==> config.mk <==
export PLATFORM = sky130hd
export DESIGN_NAME = rlpa_ctrl
export DESIGN_NICKNAME = d
export VERILOG_FILES = /design/src/hdl/rlpa_pkg.sv /design/src/hdl/rlpa_ctrl.sv
export SDC_FILE = /design/constraint.sdc
export NUM_CORES = 1
export LEC_CHECK = 0
export BUFFER_PORTS_ARGS = -buffer_cell sky130_fd_sc_hd__buf_2
export CORE_MARGIN = 2
export CORE_UTILIZATION = 54
export CTS_CLUSTER_SIZE = 40
export DETAILED_ROUTE_END_ITERATION = 6
export PLACE_DENSITY = 0.8
export SYNTH_ARGS = -nofsm -noshare
export SYNTH_HDL_FRONTEND = slang
export SYNTH_SLANG_ARGS = --single-unit
==> constraint.sdc <==
create_clock -name clk_i -period 2.76 [get_ports clk_i]
set_input_delay 0.552 -clock clk_i [delete_from_list [all_inputs] [get_ports clk_i]]
set_output_delay 0.552 -clock clk_i [all_outputs]
set_load 0.02 [all_outputs]
==> src/hdl/rlpa_pkg.sv <==
package rlpa_pkg;

  localparam int unsigned SAMPLE_DEPTH = 16384;
  localparam int unsigned SAMPLE_AW    = $clog2(SAMPLE_DEPTH);
  localparam int unsigned MAX_RANGES   = 128;
  localparam int unsigned MAX_LAGS     = 32;
  localparam int unsigned ACC_DEPTH    = MAX_RANGES * MAX_LAGS;
  localparam int unsigned ACC_AW       = $clog2(ACC_DEPTH);
  localparam int unsigned LAG_AW       = $clog2(MAX_LAGS);
  localparam int unsigned RANGE_W      = $clog2(MAX_RANGES);
  localparam int unsigned CFG_IW       = 3;
  localparam int unsigned CFG_DW       = 14;

  typedef enum logic [2:0] {
    ACT_LOAD_SAMPLE = 3'd0,
    ACT_LOAD_LAG    = 3'd1,
    ACT_RUN         = 3'd2,
    ACT_CLEAR       = 3'd3,
    ACT_READ        = 3'd4
  } action_e;

  typedef enum logic [CFG_IW-1:0] {
    CFG_NUM_RANGES   = 3'd0,
    CFG_NUM_LAGS     = 3'd1,
    CFG_SAMPLE_UNIT  = 3'd2,
    CFG_RANGE_STRIDE = 3'd3,
    CFG_XCF_MODE     = 3'd4,
    CFG_XCF_OFFSET   = 3'd5,
    CFG_BAD_RANGE    = 3'd6,
    CFG_START_DELAY  = 3'd7
  } cfg_e;

  typedef enum logic [2:0] {
    S_IDLE,
    S_CLEAR,
    S_LAG,
    S_RD,
    S_MUL,
    S_SCL,
    S_ACC,
    S_DONE
  } state_e;

  typedef struct packed {
    logic [2:0]         action;
    logic [13:0]        address;
    logic signed [15:0] sample_value;
    logic [7:0]         lag_first;
    logic [7:0]         lag_second;
    logic signed [23:0] dc_real_main;
    logic signed [23:0] dc_imag_main;
    logic signed [23:0] dc_real_second;
    logic signed [23:0] dc_imag_second;
    logic [3:0]         real_offset;
    logic [3:0]         imag_offset;
    logic [16:0]        atten_recip;
  } in_t;

  typedef struct packed {
    logic signed [63:0] acf_real;
    logic signed [63:0] acf_imag;
    logic               done_res;
  } res_t;

  typedef struct packed {
    logic               capture;
    logic               clr_we;
    logic [ACC_AW-1:0]  clr_addr;
    logic               lag_step;
    logic [RANGE_W-1:0] rng;
    logic [LAG_AW-1:0]  lag;
    logic [ACC_AW-1:0]  idx;
    logic               rd_step;
    logic               mul_step;
    logic               scl_step;
    logic [2:0]         cnt;
    logic               acc_re;
    logic               acc_we;
    logic               res_valid;
    logic               res_run;
    logic               res_read;
  } cmd_t;

  typedef struct packed {
    logic [RANGE_W:0]  nr;
    logic [LAG_AW-1:0] nl;
    logic              rec_zero;
    logic [2:0]        in_action;
  } sts_t;

endpackage

==> src/hdl/rlpa_ctrl.sv <==
module rlpa_ctrl (
  input  logic            clk_i,
  input  logic            rst_ni,
  input  logic            start,
  output logic            busy,
  input  rlpa_pkg::sts_t  sts_i,
  output rlpa_pkg::cmd_t  cmd_o
);

  rlpa_pkg::state_e state_q, state_d;
  logic [2:0]                   cnt_q, cnt_d;
  logic [rlpa_pkg::ACC_AW-1:0]  clr_q, clr_d;
  logic [rlpa_pkg::ACC_AW-1:0]  idx_q, idx_d;
  logic [rlpa_pkg::RANGE_W-1:0] rng_q, rng_d;
  logic [rlpa_pkg::LAG_AW-1:0]  lag_q, lag_d;
  logic run_q, run_d, read_q, read_d, clritem_q, clritem_d;
  logic cnt_end;

  always_ff @(posedge clk_i or negedge rst_ni) begin
    if (!rst_ni) begin
      state_q   <= rlpa_pkg::S_CLEAR;
      cnt_q     <= '0;
      clr_q     <= '0;
      idx_q     <= '0;
      rng_q     <= '0;
      lag_q     <= '0;
      run_q     <= 1'b0;
      read_q    <= 1'b0;
      clritem_q <= 1'b0;
    end else begin
      state_q   <= state_d;
      cnt_q     <= cnt_d;
      clr_q     <= clr_d;
      idx_q     <= idx_d;
      rng_q     <= rng_d;
      lag_q     <= lag_d;
      run_q     <= run_d;
      read_q    <= read_d;
      clritem_q <= clritem_d;
    end
  end

  assign cnt_end = (cnt_q == 3'd4);
  assign busy    = (state_q != rlpa_pkg::S_IDLE);

  always_comb begin
    state_d   = state_q;
    cnt_d     = cnt_q;
    clr_d     = clr_q;
    idx_d     = idx_q;
    rng_d     = rng_q;
    lag_d     = lag_q;
    run_d     = run_q;
    read_d    = read_q;
    clritem_d = clritem_q;
    cmd_o          = '0;
    cmd_o.clr_addr = clr_q;
    cmd_o.rng      = rng_q;
    cmd_o.lag      = lag_q;
    cmd_o.idx      = idx_q;
    cmd_o.cnt      = cnt_q;
    cmd_o.res_run  = run_q;
    cmd_o.res_read = read_q;
    case (state_q)
      rlpa_pkg::S_IDLE: begin
        if (start) begin
          cmd_o.capture = 1'b1;
          run_d     = 1'b0;
          read_d    = 1'b0;
          clritem_d = 1'b0;
          cnt_d     = '0;
          state_d   = rlpa_pkg::S_DONE;
          case (sts_i.in_action)
            rlpa_pkg::ACT_RUN: begin
              run_d = 1'b1;
              rng_d = '0;
              lag_d = '0;
              idx_d = '0;
              if (sts_i.nr != '0 && sts_i.nl != '0) begin
                state_d = rlpa_pkg::S_LAG;
              end
            end
            rlpa_pkg::ACT_CLEAR: begin
              clritem_d = 1'b1;
              clr_d     = '0;
              state_d   = rlpa_pkg::S_CLEAR;
            end
            rlpa_pkg::ACT_READ: begin
              read_d       = 1'b1;
              cmd_o.acc_re = 1'b1;
            end
            default: begin
              state_d = rlpa_pkg::S_DONE;
            end
          endcase
        end
      end
      rlpa_pkg::S_CLEAR: begin
        cmd_o.clr_we = 1'b1;
        clr_d = clr_q + 1'b1;
        if (clr_q == '1) begin
          state_d = clritem_q ? rlpa_pkg::S_DONE : rlpa_pkg::S_IDLE;
        end
      end
      rlpa_pkg::S_LAG: begin
        cmd_o.lag_step = 1'b1;
        cnt_d   = '0;
        state_d = rlpa_pkg::S_RD;
      end
      rlpa_pkg::S_RD: begin
        cmd_o.rd_step = 1'b1;
        cmd_o.acc_re  = (cnt_q == 3'd0);
        cnt_d = cnt_end ? 3'd0 : cnt_q + 3'd1;
        if (cnt_end) begin
          state_d = rlpa_pkg::S_MUL;
        end
      end
      rlpa_pkg::S_MUL: begin
        cmd_o.mul_step = 1'b1;
        cnt_d = cnt_end ? 3'd0 : cnt_q + 3'd1;
        if (cnt_end) begin
          state_d = sts_i.rec_zero ? rlpa_pkg::S_ACC : rlpa_pkg::S_SCL;
        end
      end
      rlpa_pkg::S_SCL: begin
        cmd_o.scl_step = 1'b1;
        cnt_d = cnt_end ? 3'd0 : cnt_q + 3'd1;
        if (cnt_end) begin
          state_d = rlpa_pkg::S_ACC;
        end
      end
      rlpa_pkg::S_ACC: begin
        cmd_o.acc_we = 1'b1;
        idx_d = idx_q + 1'b1;
        state_d = rlpa_pkg::S_LAG;
        if (lag_q == sts_i.nl - 1'b1) begin
          lag_d = '0;
          rng_d = rng_q + 1'b1;
          if ({1'b0, rng_q} == sts_i.nr - 1'b1) begin
            state_d = rlpa_pkg::S_DONE;
          end
        end else begin
          lag_d = lag_q + 1'b1;
        end
      end
      rlpa_pkg::S_DONE: begin
        cmd_o.res_valid = 1'b1;
        state_d = rlpa_pkg::S_IDLE;
      end
      default: begin
        state_d = rlpa_pkg::S_IDLE;
      end
    endcase
  end

endmodule

==> results.md, run 1 <==
* Synth Cell Area at 0.00301 mm^2
* Vias at between 2k and 3k
* Pleak at around 1.7 nW
* CORE AREA at 0.00544 mm^2
* Max-cap violation count at 0
* Syn Area/Cell at 8.89 um^2
* Die width at 78.7 um
* Vias in the first global route at roughly 2.5k
* Met1 WL at 3.15 mm
* CP max FO at 13
* Clock Tree Buf Depth at 2
* RR Startpoint: state_q[2]
* Antenna violations before repair at 0
* Power per Cell Area at 892 mW/mm^2
* Critical Path AT at 2.08 ns
* Detailed placement HPWL at 5.23 mm
* CTS Buf Count at 5
* Finish-stage setup viols at 0
* Root Driver: clkbuf_8
* Commonest cells post-synth: dfrtp_1 (44), nand2_1 (38), nor2_1 (35), xnor2_1 (25), inv_1 (15)
* Cells after Synth at 339
* Synth area leader: dfrtp_1
* Cells on worst reg2reg path at 5
* Mux contribution to synthesized area at 0.0270
* DRC at 0
* Max layer used: met4
* Clock Sink Count at between 40 and 50
* Netlist cell types at between 50 and 60
* Clock slew at reported path FFs at 0.09 ns
* Reg-to-reg endpoint: clr_q[7]
* Final Instance Count excl. Fillers at between 400 and 500
* Placed cell count at 471
* Clock skew at 0.0111 ns
* TNS Setup at 0 ns
* Placer congestion estimate at roughly 0.86
* Overall die height at between 70 and 80 um
* Reg-to-reg slack, setup at 0.49 ns
* Cell with the most instances after synthesis: dfrtp_1
* Fillers at 485
* Post_cts resized at 0
* Kind of critical path: flip-flop to primary output
* Status: completed
* Antenna fix cells at 0
* Routed Antenna Nets at 0
* Synth Warn # at 0
* Area grow syn2layout at 16.9%
* Largest net degree at the start of global routing at 26
* Syn Nets at around 370
* Worst EP required at 2.21 ns
* Fin crit share at 0.954
* First-pass GRT wire length at 11.7 mm
* Simple-Gate Fraction of Synth Area at 0.291
* Die area at 0.00620 mm^2
* Hold Path Class: input pin to asynchronous set/reset pin
* Tot GR Track Use at 0.236
* Final min period at 2.63 ns
* Row cnt at 27
* CP endpoint kind: primary output
* Nets at around 430
* Fmax at 0.380 GHz
* Fin. Hold Viols at 0
* CTS tree: done
* Metal3 WL at 311 um
* Worst Tran Pin Value at 1.06 ns
* Worst vdd ir at 0.375 mV
* Post-Route WL at 7.00 mm
* Synth top area share at 0.365
* # IOs at 71
* Grt ovf at 0
* Port buffer count at 70
* Synth Area in Adders at 0.0332
* Drt initial violations at approximately 140
* Post-CTS Setup Inserts at 0
* Clk_lat worst skew at 0.30 ns
* First-pass DRT Iterations at 5
* RSZ-0062 raised after global routing: no
* Share of layout cells above drive strength 1 at 0.241
* Detail Route met2 WL at 3.46 mm
* Top post-synthesis cells by area: dfrtp_1 (37%), xnor2_1 (7.3%), nand2_1 (4.7%)
* Routed WL per cell at ~15 um
* Total number of H-tree levels at 2
* Largest family of logic cells by synthesized area: simple AND/OR/NAND/NOR gates
* CP Launch Type: flip-flop
* Yosys reg bits at 45
* Async set-or-reset flop fraction in the synthesized netlist at 1.00
* XOR/XNOR share of the synthesized area at 0.0988
* Number of synthesized flops with an enable pin at 0
* Sequential fraction of the synthesis area at 0.374
* DR vias/cell at 5.65
* Hold_buf cts at 0
* Starting Density at 0.554
* Slew margin rel. at 0.285
* Synth Area in Compound Gates at 0.126
* Max Slew Vio Count at 0
* Top FF cell, synth: dfrtp_1
==> stage by stage <==
stage                     area [um^2]  setup slack [ns]  total power [mW]   util  hold WS (ns)
after floorplan                  3010             0.374              2.21      -         0.256
after global placement           3420             0.178              2.61  0.628         0.458
after detailed placement         3420            0.0910              2.66  0.628         0.462
after CTS                        3520             0.143              3.15  0.648         0.251
after global routing             3520            0.0488              3.37  0.648         0.271
final                            3520             0.127              3.14  0.648         0.235
==> power by group <==
| group | total, mW | switching [mW] | internal [mW] | leakage [nW] |
|---|---|---|---|---|
| sequential | 1.14 | 0.288 | 0.853 | 0.592 |
| clock | 0.495 | 0.226 | 0.269 | 0.0552 |
| combinational | 1.51 | 0.925 | 0.584 | 1.03 |
==> worst max path at each step <==
stage / end / slack [ns] / startpoint
6_report: cmd_o[4] / 0.13 / state_q[2]
4_1_cts: cmd_o[4] / 0.14 / state_q[2]
2_1_floorplan: rng_q[5] / 0.37 / sts_i[4]
3_3_place_gp: rng_q[6] / 0.18 / sts_i[4]
5_1_grt: cmd_o[4] / 0.05 / state_q[2]
3_5_place_dp: rng_q[5] / 0.09 / sts_i[4]
==> flip-flops by register name, indices dropped and copies added (netlist names) <==
| name | cells |
|---|---|
| lag_q | 5 |
| rng_q | 7 |
| idx_q | 12 |
| run_q | 1 |
| read_q | 1 |
| state_q | 3 |
| clritem_q | 1 |
| cnt_q | 3 |
| clr_q | 12 |
==> area by class of cell <==
type                    count  area, um^2  share of cell area
flip-flops and latches     45        1130               0.320
multi-input cells         261        1740               0.493
clock buffers               6        72.6              0.0206
clock inverters             2        35.0             0.00994
inverters                  16        60.1              0.0170
well taps                  72        90.1              0.0256
repair buffers             77         403               0.114
==> worst max-delay path: stages, from the launching register on <==
cell,delay (ns)
dfrtp_1,0.54
nor3_4,0.33
nand2_1,0.19
or4_1,0.47
nand2_1,0.09
buf_2,0.16
==> cells in the final DEF, fill, tap and decap left out, types with 3 or more instances in the layout <==
master and count:
nand2_1 38, nor3_1 8, dfrtp_1 44, or3_1 3, buf_2 70, a21oi_1 7
and3_1 7, xor2_1 9, nand3_1 14, or4_1 5, o21ai_0 14, and4_1 5
ha_1 8, a211oi_1 3, xnor2_1 25, nor4b_1 3, nor2_1 35, mux2i_1 7
inv_1 15, nor3b_1 3, clkbuf_8 5, nand4_1 9, nand2b_1 9, buf_4 7
nor2b_1 4, nor4_1 9
==> kinds of logic after synthesis <==
kind of cell	Yosys count
mux	8
buf+inv	33
flops	45
xor+xnor	34
simple gates	163
fa+ha+maj	8
compound gates	48
==> routing by layer <==
layer  vias up  track usage
met2        68        0.403
met5         -            0
met1      1299        0.309
met4         0       0.0772
met3         5       0.0341
li1       1333            -
(Power assumes the default switching activity.)
==> run 2: changes to the inputs <==
- CORE_MARGIN: 2 -> default
- PLACE_DENSITY: 0.8 -> default
- PLACE_DENSITY_LB_ADDON: default -> 0.15
==> results.md, run 2 (synthesis results as in run 1) <==
* Final min period at 2.50 ns
* Antenna violations before repair at 0
* Largest net degree at the start of global routing at 30
* Dpl cell area at 0.00341 mm^2
* Logic gate share of total power at 0.488
* Critical Path AT at 1.95 ns
* CP Cell Sequence: nor3_4, nand2_1, or4_1, nand2_1, buf_2
* Clock skew at 0.00780 ns
* Row cnt at 26
* CP endpoint kind: primary output
* Final Instance Count excl. Fillers at 477
* Switching share of power at 0.470
* DRC at 0
* CP Launch Type: flip-flop
* Clock Tree Buf Depth at 2
* Power per Cell Area at 870 mW/mm^2
* Slowest stage delay, CP at 0.55 ns
* Cells on worst reg2reg path at 5
* Most frequent cells in the layout: buf_2 (70), dfrtp_1 (44), nand2_1 (38)
* Grt ovf at 0
* CP most frequent cell: nand2_1
* Clock share of power at 0.134
* CP max FO at 13
* Fin crit share at 0.906
* Slowest-stage cell, CP: dfrtp_1
* Clock slew at reported path FFs at around 0.090 ns
* Worst EP required at 2.21 ns
* Post-CTS Setup Inserts at 0
* Top flop regs: clr_q (12), idx_q (12), rng_q (7)
* Detailed placement HPWL at 4.99 mm
* Max Slew Vio Count at 0
* Nets at 434
* Cell Int Power at 1.61 mW
* Total number of H-tree levels at 2
* CTS tree: done
* Hold_buf cts at 0
* RSZ-0062 raised after global routing: no
* CP top delay family: simple AND/OR/NAND/NOR gates
* Slew margin rel. at 0.382
* Max-cap violation count at 0
* First-pass DRT Iterations at 4
* Area grow syn2layout at 16.1%
* CTS Buf Count at 5
* Tot GR Track Use at 0.239
* Fmax at 0.400 GHz
* Worst path bufs/invs at 1
* Worst Tran Pin Value at 0.915 ns
* Worst path depth at 5
* Vias in the first global route at 2475
* Post_cts resized at 0
* Routed WL per cell at 13.9 um
* Antenna fix cells at 0
* Final Instance Area at around 0.0035 mm^2
* Fin. Hold Viols at 0
* Clk_lat worst skew at approximately 0.3 ns
* DR vias/cell at ~5.7
* Port buffer count at 70
* Status: completed
* Share of layout cells above drive strength 1 at 0.241
* TNS Setup at 0 ns
* Worst vdd ir at between 0.3 and 0.4 mV
* First-pass GRT wire length at 11.4 mm
* Routed Antenna Nets at 0
* Kind of critical path: flip-flop to primary output
* Reg power frac at 0.378
* Drt initial violations at 126
* Die area at 0.00588 mm^2
* Pleak at roughly 1.7 nW
* Starting Density at 0.575
* Post-Route WL at 6.63 mm
* CORE AREA at 0.00524 mm^2
* Finish-stage setup viols at 0
* Most common cell after layout, fill and taps aside: buf_2
* Psw at 1.43 mW
* Overall die height at 76.7 um
* Hold Path Class: input pin to asynchronous set/reset pin
* Die width at 76.7 um
* Clock Sink Count at 45
* Vias at around 2.7k
* # IOs at 71
* Root Driver: clkbuf_8
* Placer congestion estimate at 0.809
* Min Hold Slack at approximately 0.15 ns
* Placed cell count at ~470
-- run 2: changes by cell type in the layout (fill, tap and decap cells not counted) --
cell	previous run	this run
clkinvlp_4	0	2
clkinv_2	1	0
bufinv_16	1	0
-- run 2: power groups by stage --
stage / Clock [mW] / Combinational [mW] / Sequential [mW]
after floorplan: 0 / 0.967 / 1.24
after global placement: 0 / 1.45 / 1.15
after CTS: 0.419 / 1.49 / 1.15
after detailed placement: 0 / 1.49 / 1.16
final: 0.409 / 1.49 / 1.15
after global routing: 0.450 / 1.63 / 1.19
-- run 2: layout make-up --
class | instances | area, um^2
Clock buffer | 6 | 72.6
Clock inverter | 2 | 15.0
Fill cell | 446 | 1740
Inverter | 16 | 60.1
Multi-Input combinational cell | 261 | 1740
Sequential cell | 45 | 1130
Tap cell | 70 | 87.6
Timing Repair Buffer | 77 | 403
-- run 2: path summary, 6_finish.rpt --
path	startpoint	slack, ns	endpoint
setup reg to reg	state_q[2]	0.58	clr_q[4]
min in group clk_i	run_q	0.48	run_q
hold / removal	rst_ni	0.15	idx_q[9]
max in group asynchronous	rst_ni	1.86	state_q[0]
setup / recovery	state_q[2]	0.26	cmd_o[4]
hold reg to reg	run_q	0.48	run_q
-- run 2: metal layers --
metal  vias to the layer above  routed length (um)  track usage
met5                         -                   0            0
met4                         0                  35       0.0673
met3                         4                 295       0.0381
met2                        79                3020        0.378
met1                      1280                3280        0.339
li1                       1336                   -            -
-- run 2: per-stage QoR --
stage / worst slack, ns / utilization / power [mW]
finish: 0.259 / 0.668 / 3.04
global route: 0.162 / 0.668 / 3.27
CTS: 0.271 / 0.668 / 3.05
detailed placement: 0.0545 / 0.652 / 2.64
global placement: 0.148 / 0.652 / 2.61
floorplan: 0.374 / - / 2.21
==> run 3: changes to the inputs <==
- ABC_AREA: default -> 1
==> results.md, run 3 <==
* Gr busiest metal: met2
* Area grow syn2layout at 16.5%
* Vias at a little under 3k
* Reg-to-reg endpoint: rng_q[4]
* Largest family of logic cells by synthesized area: simple AND/OR/NAND/NOR gates
* Top flop regs: clr_q (12), idx_q (12), rng_q (7)
* Vias in the first global route at 2797
* Antenna fix cells at 0
* Root Driver: clkbuf_8
* Slew margin rel. at 0.615
* Synth Area in Compound Gates at 0.0869
* Clock skew at 0.0100 ns
* Cells on worst reg2reg path at 8
* Detailed placement HPWL at 5.33 mm
* Top post-synthesis cells by area: dfrtp_1 (36%), nand2_1 (15%), inv_1 (6.6%)
* Share of layout cells above drive strength 1 at 0.214
* Top FF cell, synth: dfrtp_1
* Dpl cell area at 0.00343 mm^2
* Async set-or-reset flop fraction in the synthesized netlist at 1.00
* TNS Setup at 0 ns
* Routed WL per cell at 12.3 um
* Synth Warn # at 0
* Hold_buf cts at 0
* DRC at 0
* Placer congestion estimate at 0.937
* Status: completed
* Hold Path Class: input pin to asynchronous set/reset pin
* Routed Antenna Nets at 0
* Synth Cell Area at about 0.0030 mm^2
* Synth area leader: dfrtp_1
* Fin crit share at 0.807
* CORE AREA at 0.00524 mm^2
* Post-Route WL at 7.00 mm
* Reg-to-reg slack, setup at 0.77 ns
* CTS tree: done
* Pleak at around 1.9 nW
* CP max FO at 9
* Simple-Gate Fraction of Synth Area at 0.360
* Critical Path AT at around 1.7 ns
* Overall die height at just under 80 um
* Power per Cell Area at 897 mW/mm^2
* Yosys reg bits at 45
* Final min period at roughly 2.2 ns
* Largest net degree at the start of global routing at 46
* CTS Buf Count at 5
* Tot Pwr at 3.16 mW
* Syn Area/Cell at 7.10 um^2
* CP top delay family: flip-flops
* Commonest cells post-synth: nand2_1 (118), inv_1 (53), nor2_1 (51), dfrtp_1 (44), nand3_1 (28)
* Post-CTS Setup Inserts at 0
* Clock slew at reported path FFs at 0.08 ns
* Fin. Hold Viols at 0
* Final Instance Count excl. Fillers at 570
* Total number of H-tree levels at 2
* CP Launch Type: flip-flop
* Most frequent cells in the layout: nand2_1 (118), buf_2 (70), inv_1 (53)
* Grt met2 use at 0.444
* CP endpoint kind: primary output
* Finish-stage setup viols at 0
* Placed cell count at roughly 560
* Max Slew Vio Count at 0
* Cells after Synth at 426
* Worst EP required at ~2.2 ns
* Met3 GRT Util at 0.0488
* Worst vdd ir at 0.577 mV
* Clock Sink Count at 45
* Synth Area in Adders at 0.0331
* # IOs at 71
* Slowest stage delay, CP at 0.70 ns
* CP Cell Sequence: inv_4, nor3_1, nand3_1, nand2_1, buf_2
* Syn Nets at 454
* Drt initial violations at 181
* Fmax at between 0.4 and 0.5 GHz
* M1 GR Usage at 0.307
* Most common cell after layout, fill and taps aside: nand2_1
* Worst Tran Pin Value at 0.577 ns
* XOR/XNOR share of the synthesized area at 0.0492
* Number of synthesized flops with an enable pin at 0
* Clock Tree Buf Depth at 2
* Row cnt at 26
* First-pass DRT Iterations at 5
* Tot GR Track Use at 0.253
* Die area at a little under 0.006 mm^2
* Fillers at 462
* Starting Density at 0.577
* Sequential fraction of the synthesis area at 0.373
* Final Instance Area at 0.00352 mm^2
* DR vias/cell at 5.14
* Post_cts resized at 0
* Antenna violations before repair at 0
* Worst path bufs/invs at 2
* Synth top area share at 0.364
* Port buffer count at 70
* Slowest-stage cell, CP: dfstp_2
* RR Startpoint: state_q[0]
* Die width at 76.8 um
* Netlist cell types at 40
* Max-cap violation count at 0
* Nets at around 530
* Final Core Density at 0.672
* RSZ-0062 raised after global routing: no
* Grt ovf at 0
* Mux contribution to synthesized area at 0.00331
* First-pass GRT wire length at 12.1 mm
* Cell with the most instances after synthesis: nand2_1
* Clk_lat worst skew at roughly 0.3 ns
* Kind of critical path: flip-flop to primary output
## run 3: metal layers
metal	up-vias	part of all wire
li1	1507	-
met1	1329	0.43
met2	87	0.50
met3	8	0.053
met4	0	0.0090
met5	-	0
## run 3: worst max-delay path by stage
stage | startpoint | end | slack (ns) | cells past startpoint
after floorplan | state_q[0] | cmd_o[4] | 0.61 | 5
after global placement | sts_i[0] | rng_q[3] | 0.76 | 10
after detailed placement | sts_i[0] | rng_q[4] | 0.71 | 10
after CTS | state_q[0] | cmd_o[4] | 0.51 | 5
after global routing | state_q[0] | cmd_o[4] | 0.39 | 5
final | state_q[0] | cmd_o[4] | 0.53 | 5
## run 3: per-stage QoR
| stage | setup slack (ns) | hold WS [ns] |
|---|---|---|
| floorplan | 0.613 | 0.256 |
| CTS | 0.506 | 0.338 |
| finish | 0.532 | 0.318 |
| detailed placement | 0.710 | 0.468 |
| global route | 0.387 | 0.371 |
| global placement | 0.765 | 0.464 |
## run 3: kinds of logic (layout without fill, tap and decap cells)
kind of cell	Yosys count	after routing
simple gates	242	242
fa+ha+maj	8	8
xor+xnor	17	17
flops	45	45
compound gates	46	46
buf+inv	67	141
mux	1	1
## run 3: final cells by class
type / instances / area [um^2] / share of cell area
clock buffers: 5 / 68.8 / 0.0195
multi-input cells: 314 / 1610 / 0.457
flip-flops and latches: 45 / 1130 / 0.320
inverters: 60 / 233 / 0.0661
clock inverters: 3 / 22.5 / 0.00639
well taps: 70 / 87.6 / 0.0249
repair buffers: 73 / 373 / 0.106
## run 3: where the power goes
group,switching [mW],internal [mW],total (mW)
sequential,0.282,0.886,1.17
clock,0.237,0.180,0.416
combinational,1.05,0.524,1.57
total,1.57,1.59,3.16
